### config.mk
export PLATFORM = sky130hd
export DESIGN_NAME = msq_decode
export DESIGN_NICKNAME = d
export VERILOG_FILES = /design/src/msq_pkg.sv /design/src/msq_decode.sv
export SDC_FILE = /design/constraint.sdc
export NUM_CORES = 2
export LEC_CHECK = 0
export ABC_AREA = 1
export BUFFER_PORTS_ARGS = -buffer_cell sky130_fd_sc_hd__buf_2
export CAP_MARGIN = 40
export CORE_UTILIZATION = 60
export CTS_CLUSTER_DIAMETER = 100
export CTS_CLUSTER_SIZE = 28
export DETAILED_ROUTE_END_ITERATION = 16
export PLACE_DENSITY = 0.9
export RECOVER_POWER = 100
export SYNTH_ARGS = -nofsm -noshare
export SYNTH_HDL_FRONTEND = slang
export SYNTH_SLANG_ARGS = --single-unit
### constraint.sdc
create_clock -name clk -period 4.4 [get_ports clk]
set_clock_uncertainty 0.05 [all_clocks]
set_input_delay 0.88 -clock clk [delete_from_list [all_inputs] [get_ports clk]]
set_output_delay 0.88 -clock clk [all_outputs]
set_load 0.005 [all_outputs]
### src/msq_pkg.sv
// Shared types, corner codes and offset tables for the marching-squares cell.
// No dependencies; imported by every module of the block.
`timescale 1ns / 1ps

package msq_pkg;

  localparam int INDEX_BITS_DEF    = 12;
  localparam int FRACTION_BITS_DEF = 16;
  localparam int SAMPLE_BITS_DEF   = 32;

  // Four crossing lanes: segment 0 start and end, segment 1 start and end.
  localparam int LANES = 4;

  // Above-threshold bit of each corner.
  // Corner 0 = (i+1, j), 1 = (i+1, j+1), 2 = (i, j+1), 3 = (i, j).
  localparam logic [3:0] CODE_C0 = 4'h1;
  localparam logic [3:0] CODE_C1 = 4'h2;
  localparam logic [3:0] CODE_C2 = 4'h4;
  localparam logic [3:0] CODE_C3 = 4'h8;

  // Row and column offset of corner k, held in bit k.
  localparam logic [3:0] ROW_OFF = 4'b0011;
  localparam logic [3:0] COL_OFF = 4'b0110;

  typedef enum logic [1:0] {
    MODE_DIV,
    MODE_ZERO,
    MODE_ONE
  } mode_t;

  typedef struct packed {
    logic [1:0]                  nseg;
    logic [LANES-1:0][1:0]       ca;
    logic [LANES-1:0][1:0]       cb;
    mode_t [LANES-1:0]           mode;
  } ctl_t;

  // Picks the corner pairs of each crossing. A cut of corner g runs from
  // its edge towards h to its edge towards k.
  function automatic ctl_t sel_pairs(logic [3:0] code, logic below0, logic low);
    ctl_t c;
    c = '0;
    c.nseg = 2'd1;
    case (code)
      CODE_C0, 4'(~CODE_C0): begin
        c.ca[0] = 2'd0; c.cb[0] = 2'd1; c.ca[1] = 2'd0; c.cb[1] = 2'd3;
      end
      CODE_C1, 4'(~CODE_C1): begin
        c.ca[0] = 2'd1; c.cb[0] = 2'd0; c.ca[1] = 2'd1; c.cb[1] = 2'd2;
      end
      CODE_C2, 4'(~CODE_C2): begin
        c.ca[0] = 2'd2; c.cb[0] = 2'd3; c.ca[1] = 2'd2; c.cb[1] = 2'd1;
      end
      CODE_C3, 4'(~CODE_C3): begin
        c.ca[0] = 2'd3; c.cb[0] = 2'd2; c.ca[1] = 2'd3; c.cb[1] = 2'd0;
      end
      (CODE_C0 | CODE_C1), (CODE_C2 | CODE_C3): begin
        c.ca[0] = 2'd0; c.cb[0] = 2'd3; c.ca[1] = 2'd1; c.cb[1] = 2'd2;
      end
      (CODE_C1 | CODE_C2), (CODE_C0 | CODE_C3): begin
        c.ca[0] = 2'd0; c.cb[0] = 2'd1; c.ca[1] = 2'd3; c.cb[1] = 2'd2;
      end
      (CODE_C0 | CODE_C2), (CODE_C1 | CODE_C3): begin
        c.nseg = 2'd2;
        if (below0 && low) begin
          c.ca[0] = 2'd1; c.cb[0] = 2'd0; c.ca[1] = 2'd1; c.cb[1] = 2'd2;
          c.ca[2] = 2'd3; c.cb[2] = 2'd2; c.ca[3] = 2'd3; c.cb[3] = 2'd0;
        end else if (below0) begin
          c.ca[0] = 2'd2; c.cb[0] = 2'd3; c.ca[1] = 2'd2; c.cb[1] = 2'd1;
          c.ca[2] = 2'd0; c.cb[2] = 2'd1; c.ca[3] = 2'd0; c.cb[3] = 2'd3;
        end else if (low) begin
          c.ca[0] = 2'd0; c.cb[0] = 2'd1; c.ca[1] = 2'd0; c.cb[1] = 2'd3;
          c.ca[2] = 2'd2; c.cb[2] = 2'd3; c.ca[3] = 2'd2; c.cb[3] = 2'd1;
        end else begin
          c.ca[0] = 2'd3; c.cb[0] = 2'd2; c.ca[1] = 2'd3; c.cb[1] = 2'd0;
          c.ca[2] = 2'd1; c.cb[2] = 2'd0; c.ca[3] = 2'd1; c.cb[3] = 2'd2;
        end
      end
      default: c.nseg = 2'd0;
    endcase
    return c;
  endfunction

endpackage

### src/msq_decode.sv
// Front four stages: corner classification, pair selection, differences and
// magnitudes with saturation flags. Depends on msq_pkg.
`timescale 1ns / 1ps

module msq_decode
  import msq_pkg::*;
#(
  parameter int INDEX_BITS  = INDEX_BITS_DEF,
  parameter int SAMPLE_BITS = SAMPLE_BITS_DEF
) (
  input  logic                          clk,
  input  logic                          rst_n,
  input  logic                          en,
  input  logic                          in_v,
  input  logic [INDEX_BITS-1:0]         in_row,
  input  logic [INDEX_BITS-1:0]         in_col,
  input  logic signed [SAMPLE_BITS-1:0] c00,
  input  logic signed [SAMPLE_BITS-1:0] c01,
  input  logic signed [SAMPLE_BITS-1:0] c10,
  input  logic signed [SAMPLE_BITS-1:0] c11,
  input  logic signed [SAMPLE_BITS-1:0] thr,
  input  logic signed [SAMPLE_BITS-1:0] nul,
  output logic                          out_v,
  output logic [INDEX_BITS-1:0]         out_row,
  output logic [INDEX_BITS-1:0]         out_col,
  output ctl_t                          out_ctl,
  output logic [SAMPLE_BITS-1:0]        out_n [LANES],
  output logic [SAMPLE_BITS-1:0]        out_d [LANES]
);

  localparam int S = SAMPLE_BITS;

  // Stage A: classification and corner sum.
  logic                 a_v_r;
  logic signed [S-1:0]  a_val_r [4];
  logic signed [S-1:0]  a_thr_r;
  logic [3:0]           a_code_r;
  logic                 a_null_r;
  logic signed [S+1:0]  a_sum_r;
  logic [INDEX_BITS-1:0] a_row_r, a_col_r;

  // Stage B: selected end values.
  logic                 b_v_r;
  logic signed [S-1:0]  b_va_r [LANES];
  logic signed [S-1:0]  b_vb_r [LANES];
  logic signed [S-1:0]  b_thr_r;
  ctl_t                 b_ctl_r;
  logic [INDEX_BITS-1:0] b_row_r, b_col_r;

  // Stage C: numerator and denominator.
  logic                 c_v_r;
  logic signed [S:0]    c_num_r [LANES];
  logic signed [S:0]    c_den_r [LANES];
  ctl_t                 c_ctl_r;
  logic [INDEX_BITS-1:0] c_row_r, c_col_r;

  // Stage D registers drive the outputs.
  logic                 d_v_r;
  logic [S-1:0]         d_n_r [LANES];
  logic [S-1:0]         d_d_r [LANES];
  ctl_t                 d_ctl_r;
  logic [INDEX_BITS-1:0] d_row_r, d_col_r;

  logic signed [S-1:0]  v_in [4];
  logic [3:0]           code_nxt;
  logic                 null_nxt;
  logic signed [S+1:0]  sum_nxt;
  logic                 low, below0;
  ctl_t                 ctl_b_nxt;
  ctl_t                 ctl_d_nxt;
  logic [S-1:0]         n_nxt [LANES];
  logic [S-1:0]         d_nxt [LANES];

  assign v_in[0] = c10;
  assign v_in[1] = c11;
  assign v_in[2] = c01;
  assign v_in[3] = c00;

  always_comb begin
    code_nxt = '0;
    null_nxt = 1'b0;
    for (int k = 0; k < 4; k++) begin
      if (v_in[k] == nul) null_nxt = 1'b1;
      code_nxt[k] = (v_in[k] > thr);
    end
    sum_nxt = (S+2)'(v_in[0]) + (S+2)'(v_in[1]) + (S+2)'(v_in[2]) + (S+2)'(v_in[3]);
  end

  always_comb begin
    low    = a_sum_r < $signed({a_thr_r, 2'b00});
    below0 = a_val_r[0] < a_thr_r;
    ctl_b_nxt = sel_pairs(a_code_r, below0, low);
    if (a_null_r) ctl_b_nxt.nseg = 2'd0;
  end

  always_comb begin
    ctl_d_nxt = c_ctl_r;
    for (int l = 0; l < LANES; l++) begin
      n_nxt[l] = c_num_r[l][S] ? S'(-c_num_r[l]) : S'(c_num_r[l]);
      d_nxt[l] = c_den_r[l][S] ? S'(-c_den_r[l]) : S'(c_den_r[l]);
      if (c_num_r[l] == '0 || c_den_r[l] == '0 || (c_num_r[l][S] != c_den_r[l][S]))
        ctl_d_nxt.mode[l] = MODE_ZERO;
      else if (n_nxt[l] >= d_nxt[l])
        ctl_d_nxt.mode[l] = MODE_ONE;
      else
        ctl_d_nxt.mode[l] = MODE_DIV;
    end
  end

  always_ff @(posedge clk) begin
    if (!rst_n) begin
      a_v_r <= 1'b0;
      b_v_r <= 1'b0;
      c_v_r <= 1'b0;
      d_v_r <= 1'b0;
    end else if (en) begin
      a_v_r <= in_v;
      b_v_r <= a_v_r;
      c_v_r <= b_v_r;
      d_v_r <= c_v_r;
    end
  end

  always_ff @(posedge clk) begin
    if (en) begin
      a_val_r  <= v_in;
      a_thr_r  <= thr;
      a_code_r <= code_nxt;
      a_null_r <= null_nxt;
      a_sum_r  <= sum_nxt;
      a_row_r  <= in_row;
      a_col_r  <= in_col;

      for (int l = 0; l < LANES; l++) begin
        b_va_r[l] <= a_val_r[ctl_b_nxt.ca[l]];
        b_vb_r[l] <= a_val_r[ctl_b_nxt.cb[l]];
      end
      b_thr_r <= a_thr_r;
      b_ctl_r <= ctl_b_nxt;
      b_row_r <= a_row_r;
      b_col_r <= a_col_r;

      for (int l = 0; l < LANES; l++) begin
        c_num_r[l] <= (S+1)'(b_thr_r) - (S+1)'(b_va_r[l]);
        c_den_r[l] <= (S+1)'(b_vb_r[l]) - (S+1)'(b_va_r[l]);
      end
      c_ctl_r <= b_ctl_r;
      c_row_r <= b_row_r;
      c_col_r <= b_col_r;

      d_n_r   <= n_nxt;
      d_d_r   <= d_nxt;
      d_ctl_r <= ctl_d_nxt;
      d_row_r <= c_row_r;
      d_col_r <= c_col_r;
    end
  end

  assign out_v   = d_v_r;
  assign out_row = d_row_r;
  assign out_col = d_col_r;
  assign out_ctl = d_ctl_r;
  assign out_n   = d_n_r;
  assign out_d   = d_d_r;

endmodule

-- Yosys cells after proc, flatten, opt, wreduce, memory -nomap -nowiden
Memory sizes are Yosys's and may differ from the RTL's.
Cells that the tools add are included.
- $add $sub $neg: 19
- order comparisons: 18
- equal/unequal tests: 22
- multiplexer cells: 47
- bitwise operators: 8
- reductions and logical operators: 26
- operators by type and width (kind ; count):
    2-to-1 mux 32 bit ; 24
    binary-select mux 32 bit (select 2 bit) ; 8
    zero test 33 bit ; 8
    subtractor 32 x 32 -> 33 bit ; 8
    negator 32 bit ; 8
    == test 32 bit ; 4
    greater-or-equal comparator 32 bit ; 4
    > comparator 32 bit ; 4
    2-to-1 mux 16 bit ; 3
    adder 33 x 32 -> 34 bit ; 1
    adder 34 x 32 -> 34 bit ; 1
    < comparator 34 bit ; 1
    adder 32 x 32 -> 33 bit ; 1
    < comparator 32 bit ; 1
    == test 4 bit (second input constant) ; 7
    one-hot mux 4 bit (7 select lines) ; 1
    greater-or-equal comparator 3 bit (second input constant) ; 8
    inverter 2 -> 3 bit ; 8
    one-hot mux 4 bit (6 select lines) ; 1
    == test 4 x 3 -> 1 bit (second input constant) ; 4
    OR reduction 2 bit ; 7
    OR reduction 12 bit ; 1
    == test 4 x 2 -> 1 bit (second input constant) ; 2
    logical OR 1 bit ; 8
    other kinds (8) ; 17
- register bits: 649
- RAM bits: 520
- output and inout bits: 307
- logic and storage cells: 204
- memories: 4
- memories (name ; depth ; bits a word ; rd ports ; clocked after memory_dff ; write ports ; RTL line ; text):
    c_den_r ; 4 ; 33 ; 4 ; 0 ; 4 ; msq_decode.sv:53 ; logic signed [S:0] c_den_r [LANES];
    c_num_r ; 4 ; 33 ; 4 ; 0 ; 4 ; msq_decode.sv:52 ; logic signed [S:0] c_num_r [LANES];
    b_va_r ; 4 ; 32 ; 4 ; 0 ; 4 ; msq_decode.sv:44 ; logic signed [S-1:0] b_va_r [LANES];
    b_vb_r ; 4 ; 32 ; 4 ; 0 ; 4 ; msq_decode.sv:45 ; logic signed [S-1:0] b_vb_r [LANES];

-- Logic depth before layout (Yosys ltp)
- depth in word-level cells: 9
- depth in mapped cells: 23
- depth with buffers taken out: 22

-- Least setup slack after synthesis
No wires, ideal clock.
- kind: input -> register
- start point: input port c00[1]
- end point: register a_sum_r[29], data pin
- arrival: 3.537 ns
- data required time: 4.098 ns
- path slack: 0.561 ns
- stages on the path: 12
- path buffers: 0
- path through: inv_1 > fa_1 > fa_1 > nor3_1 > inv_1 > fa_1 > o21ai_1 > a21oi_1 > o21ai_0 > nand2_1 > nand3_1 > nand2_1
- longest elaborated chain between the ends: 1
- RTL lines (what ; RTL line ; text):
    start: declaration ; msq_decode.sv:17 ; input logic signed [SAMPLE_BITS-1:0] c00,
    adder 34 x 32 -> 34 bit ; msq_decode.sv:86 ; sum_nxt = (S+2)'(v_in[0]) + (S+2)'(v_in[1]) + (S+2)'(v_in[2]) + (S+2)'(v_in[3]);
    named net sum_nxt[29] ; msq_decode.sv:67 ; logic signed [S+1:0] sum_nxt;
    end signal: assignment ; msq_decode.sv:130 ; a_sum_r <= sum_nxt;
    end: declaration ; msq_decode.sv:39 ; logic signed [S+1:0] a_sum_r;
The timed path passes the listed nets, and every way through them passes these cells.
A chain may end at the register's enable or synchronous reset.

==> results.yml <==
synthesis:
  synth.yosys.seq_area_share_pct: 44.0
  ys_seq_elements: 1058
  synth_commonest_cells: "nand2_1 (1952), inv_1 (1074), edfxtp_1 (1054), nor2_1 (798), ha_1 (583)"
  yosysTopAreaCell: "edfxtp_1"
  ys.flop_type: "edfxtp_1"
  ys_types: 46
  syn-cell-area_sq_um: 72100
  synth_edf_count: 1054
  synth.most_common_cell: "nand2_1"
  yosys-top-cells-area: "edfxtp_1 (44%), nand2_1 (10%), ha_1 (10%)"
  postSynthCellCount: 8460
  syn-num-nets: 9335
  yosys_warnings: 0
  yosysTopAreaCellShare_pct: 43.9
  async_flop_share_pct: 0
  avgSynthCellArea_sq_um: 8.53
timing:
  rsz0062_at_grt: "false"
  fmax_mhz: 231
  period_needed_ns: 4.32
  hold_violations: 0
  finalSetupTns_ns: 0
  fin_ws_ns: 0.0797
  finalSetupViolations: 0
  finalCritPeriodShare_pct: 98.2
  slew_headroom_pct: -67.3
  maxSlewViolCount: 347
  worstMarginPinSlew_ns: 2.51
grt:
  grt_pass1_wl_um: 382000
  grt_overflow: 0
  grt_antenna_before_repair: 16
  grt_pass1_vias: 61300
  grt_use_total_pct: 42.5
  grt_max_degree: 129
die:
  rows: 126
  dieArea_sq_um: 122000
  die_w_um: 349
  floorplan.initialDensity_pct: 60.8
  pin_count: 527
  die_h_um: 349
  core_sq_um: 119000
clocking:
  postCtsSetupBuffers: 0
  cts_tree: "yes"
  cts_buffers: 48
  cts_max_path_buffers: 3
  ctsHtreeMaxLevel: 2
  cts-root-buf: "clkbuf_16"
  clkTransAtPathRegs_ns: 0.11
  cts_sinks: 1058
  cts_resized: 0
  postCtsHoldBufs: 0
  clock_latency_ns: 0.71
min_path:
  hold_depth: 1
  hp-start: "in_col[7]"
  whs_endpoint: "a_col_r[7]"
  hp-class: "in -> reg"
finish:
  synthToLayoutAreaGrowth_pct: 7.42
  drive_gt1_share_pct: 3.52
  nets: 9803
detailed_routing:
  drt-initial-drc-count: 9549
  ant_nets: 0
  drc: 0
  wl_per_cell_um: 25.0
  viasPerCell: 6.19
  num_vias: 65300
  postRouteWirelength_um: 264000
  first_pass_iters: 8
worst_setup_path:
  reg2reg_to: "b_va_r[0][22]"
  critPathKind: "reg -> reg"
  r2r_slack_ns: 0.08
  path_cells: "ha_1, a21oi_1, nor2_1, nor3_1, nand2_1, nand2_1, nand2_1, nand2_1, nand2_1, nand2_1, nand2_1, ha_1, clkinv_1, nand2_2, nand2_4, buf_12, nand2_1, o21ai_1, o21ai_0"
  slowest_stage: "o21ai_0"
  cp_data_required_time_ns: 4.75
  worstRegToRegCells: 19
  r2r_start: "a_val_r[101]"
  cp_slowest_stage_delay_ns: 0.65
  crit_fanout: 38
  crit_path_frequent_cell: "nand2_1"
  worstSetupStartpointType: "flip-flop"
  arrival_ns: 4.67
  endpoint_kind: "flip-flop"
place:
  place_congestion: 1.12
  dp_hpwl_um: 216000
  pre_cts_ws_ns: 0.179
  port_buffers: 526
run_status:
  outcome: "finished, violations left"
  violations: "capacitance limit, slew limit"
run:
  cap_violations: 5
power:
  ir_drop_v: 0.000466
  p_leak_nw: 33.7
  powerDensity_nw_per_um2: 649
-- kinds of logic (layout without fill, tap and decap cells) --
group           after synthesis  in the layout  synth area share [%]
simple gates               3389           3389                  19.1
compound gates             1604           1604                  12.2
fa+ha+maj                   655            655                  12.1
flops                      1058           1058                  44.0
other cells                   0              5                     0
xor+xnor                    455            455                  5.52
buf+inv                    1299           1791                  7.12
-- how the worst max path moves through the flow --
stage	startpoint	endpoint	slack [ns]
floorplan	c00[1]	a_sum_r[29]	0.56
global placement	c00[1]	a_sum_r[31]	0.17
detailed placement	c00[1]	a_sum_r[31]	0.18
CTS	a_val_r[101]	b_va_r[0][5]	0.46
global route	a_val_r[101]	b_va_r[0][7]	0.06
finish	a_val_r[101]	b_va_r[0][22]	0.08
-- worst max-delay path, delay by kind of cell, from the launching register on --
kind | cells | cell delay [ns]
DFF | 1 | 0.54
adders and majority gates | 2 | 0.71
and+or+nand+nor | 12 | 1.41
AOI/OAI and AO/OA | 3 | 0.88
buffers and inverters | 2 | 0.39
-- routing by layer --
layer / vias to the layer above / share of wire (%) / global-route usage, %
li1: 29500 / - / -
met1: 30200 / 37 / 54.2
met2: 4553 / 43 / 65.8
met3: 1039 / 12 / 8.74
met4: 22 / 8.1 / 27.6
met5: - / 0.058 / 0
-- flip-flops by register name, summed over array words and instances (netlist names), 14 cells and up --
register	cells
out_d	128
b_thr_r	32
out_n	96
a_sum_r	32
b_ctl_r	14
c_ctl_r	14
c_num_r	99
c_den_r	132
a_val_r	128
a_thr_r	32
b_va_r	96
out_ctl	22
b_vb_r	128
-- cell type report --
type / count / area (sq um)
Fill cell: 9950 / 41200
Multi-Input combinational cell: 6103 / 35300
Sequential cell: 1058 / 31700
Inverter: 1083 / 4070
Timing Repair Buffer: 634 / 2940
Tap cell: 1600 / 2000
Clock buffer: 56 / 1270
Clock inverter: 18 / 191
Antenna cell: 5 / 12.5
-- power by group --
group	total, mW	internal [mW]	switching, mW
logic	27.2	8.43	18.7
clock network	5.51	2.15	3.36
registers	17.7	15.4	2.27
-- through the flow --
step,util (%),power [mW],hold slack (ns),cell area [sq um],std cells
after floorplan,-,33.4,0.350,72100,8460
after global placement,64.7,43.0,0.350,76900,10500
after detailed placement,64.7,44.1,0.355,76900,10500
after CTS,66.0,49.5,0.261,78300,10600
after global routing,65.3,52.9,0.274,77500,10600
final,65.3,50.3,0.288,77500,10600
-- placed cells by master, fill, tap and decap left out, types with 29 or more instances in the layout --
master        n
ha_1        583
o211ai_1    140
nor3_1      111
buf_2       152
clkbuf_16    49
fa_1         72
xor2_1      280
nand4_1     115
o21ai_1      90
a21oi_1     574
edfxtp_1   1054
buf_4        29
clkbuf_1    422
inv_1      1076
nand3_1     355
nor2_1      800
xnor2_1     175
o22ai_1      67
nand2_1    1950
o21a_1       41
o21ai_0     606
(Power assumes the default switching activity.)
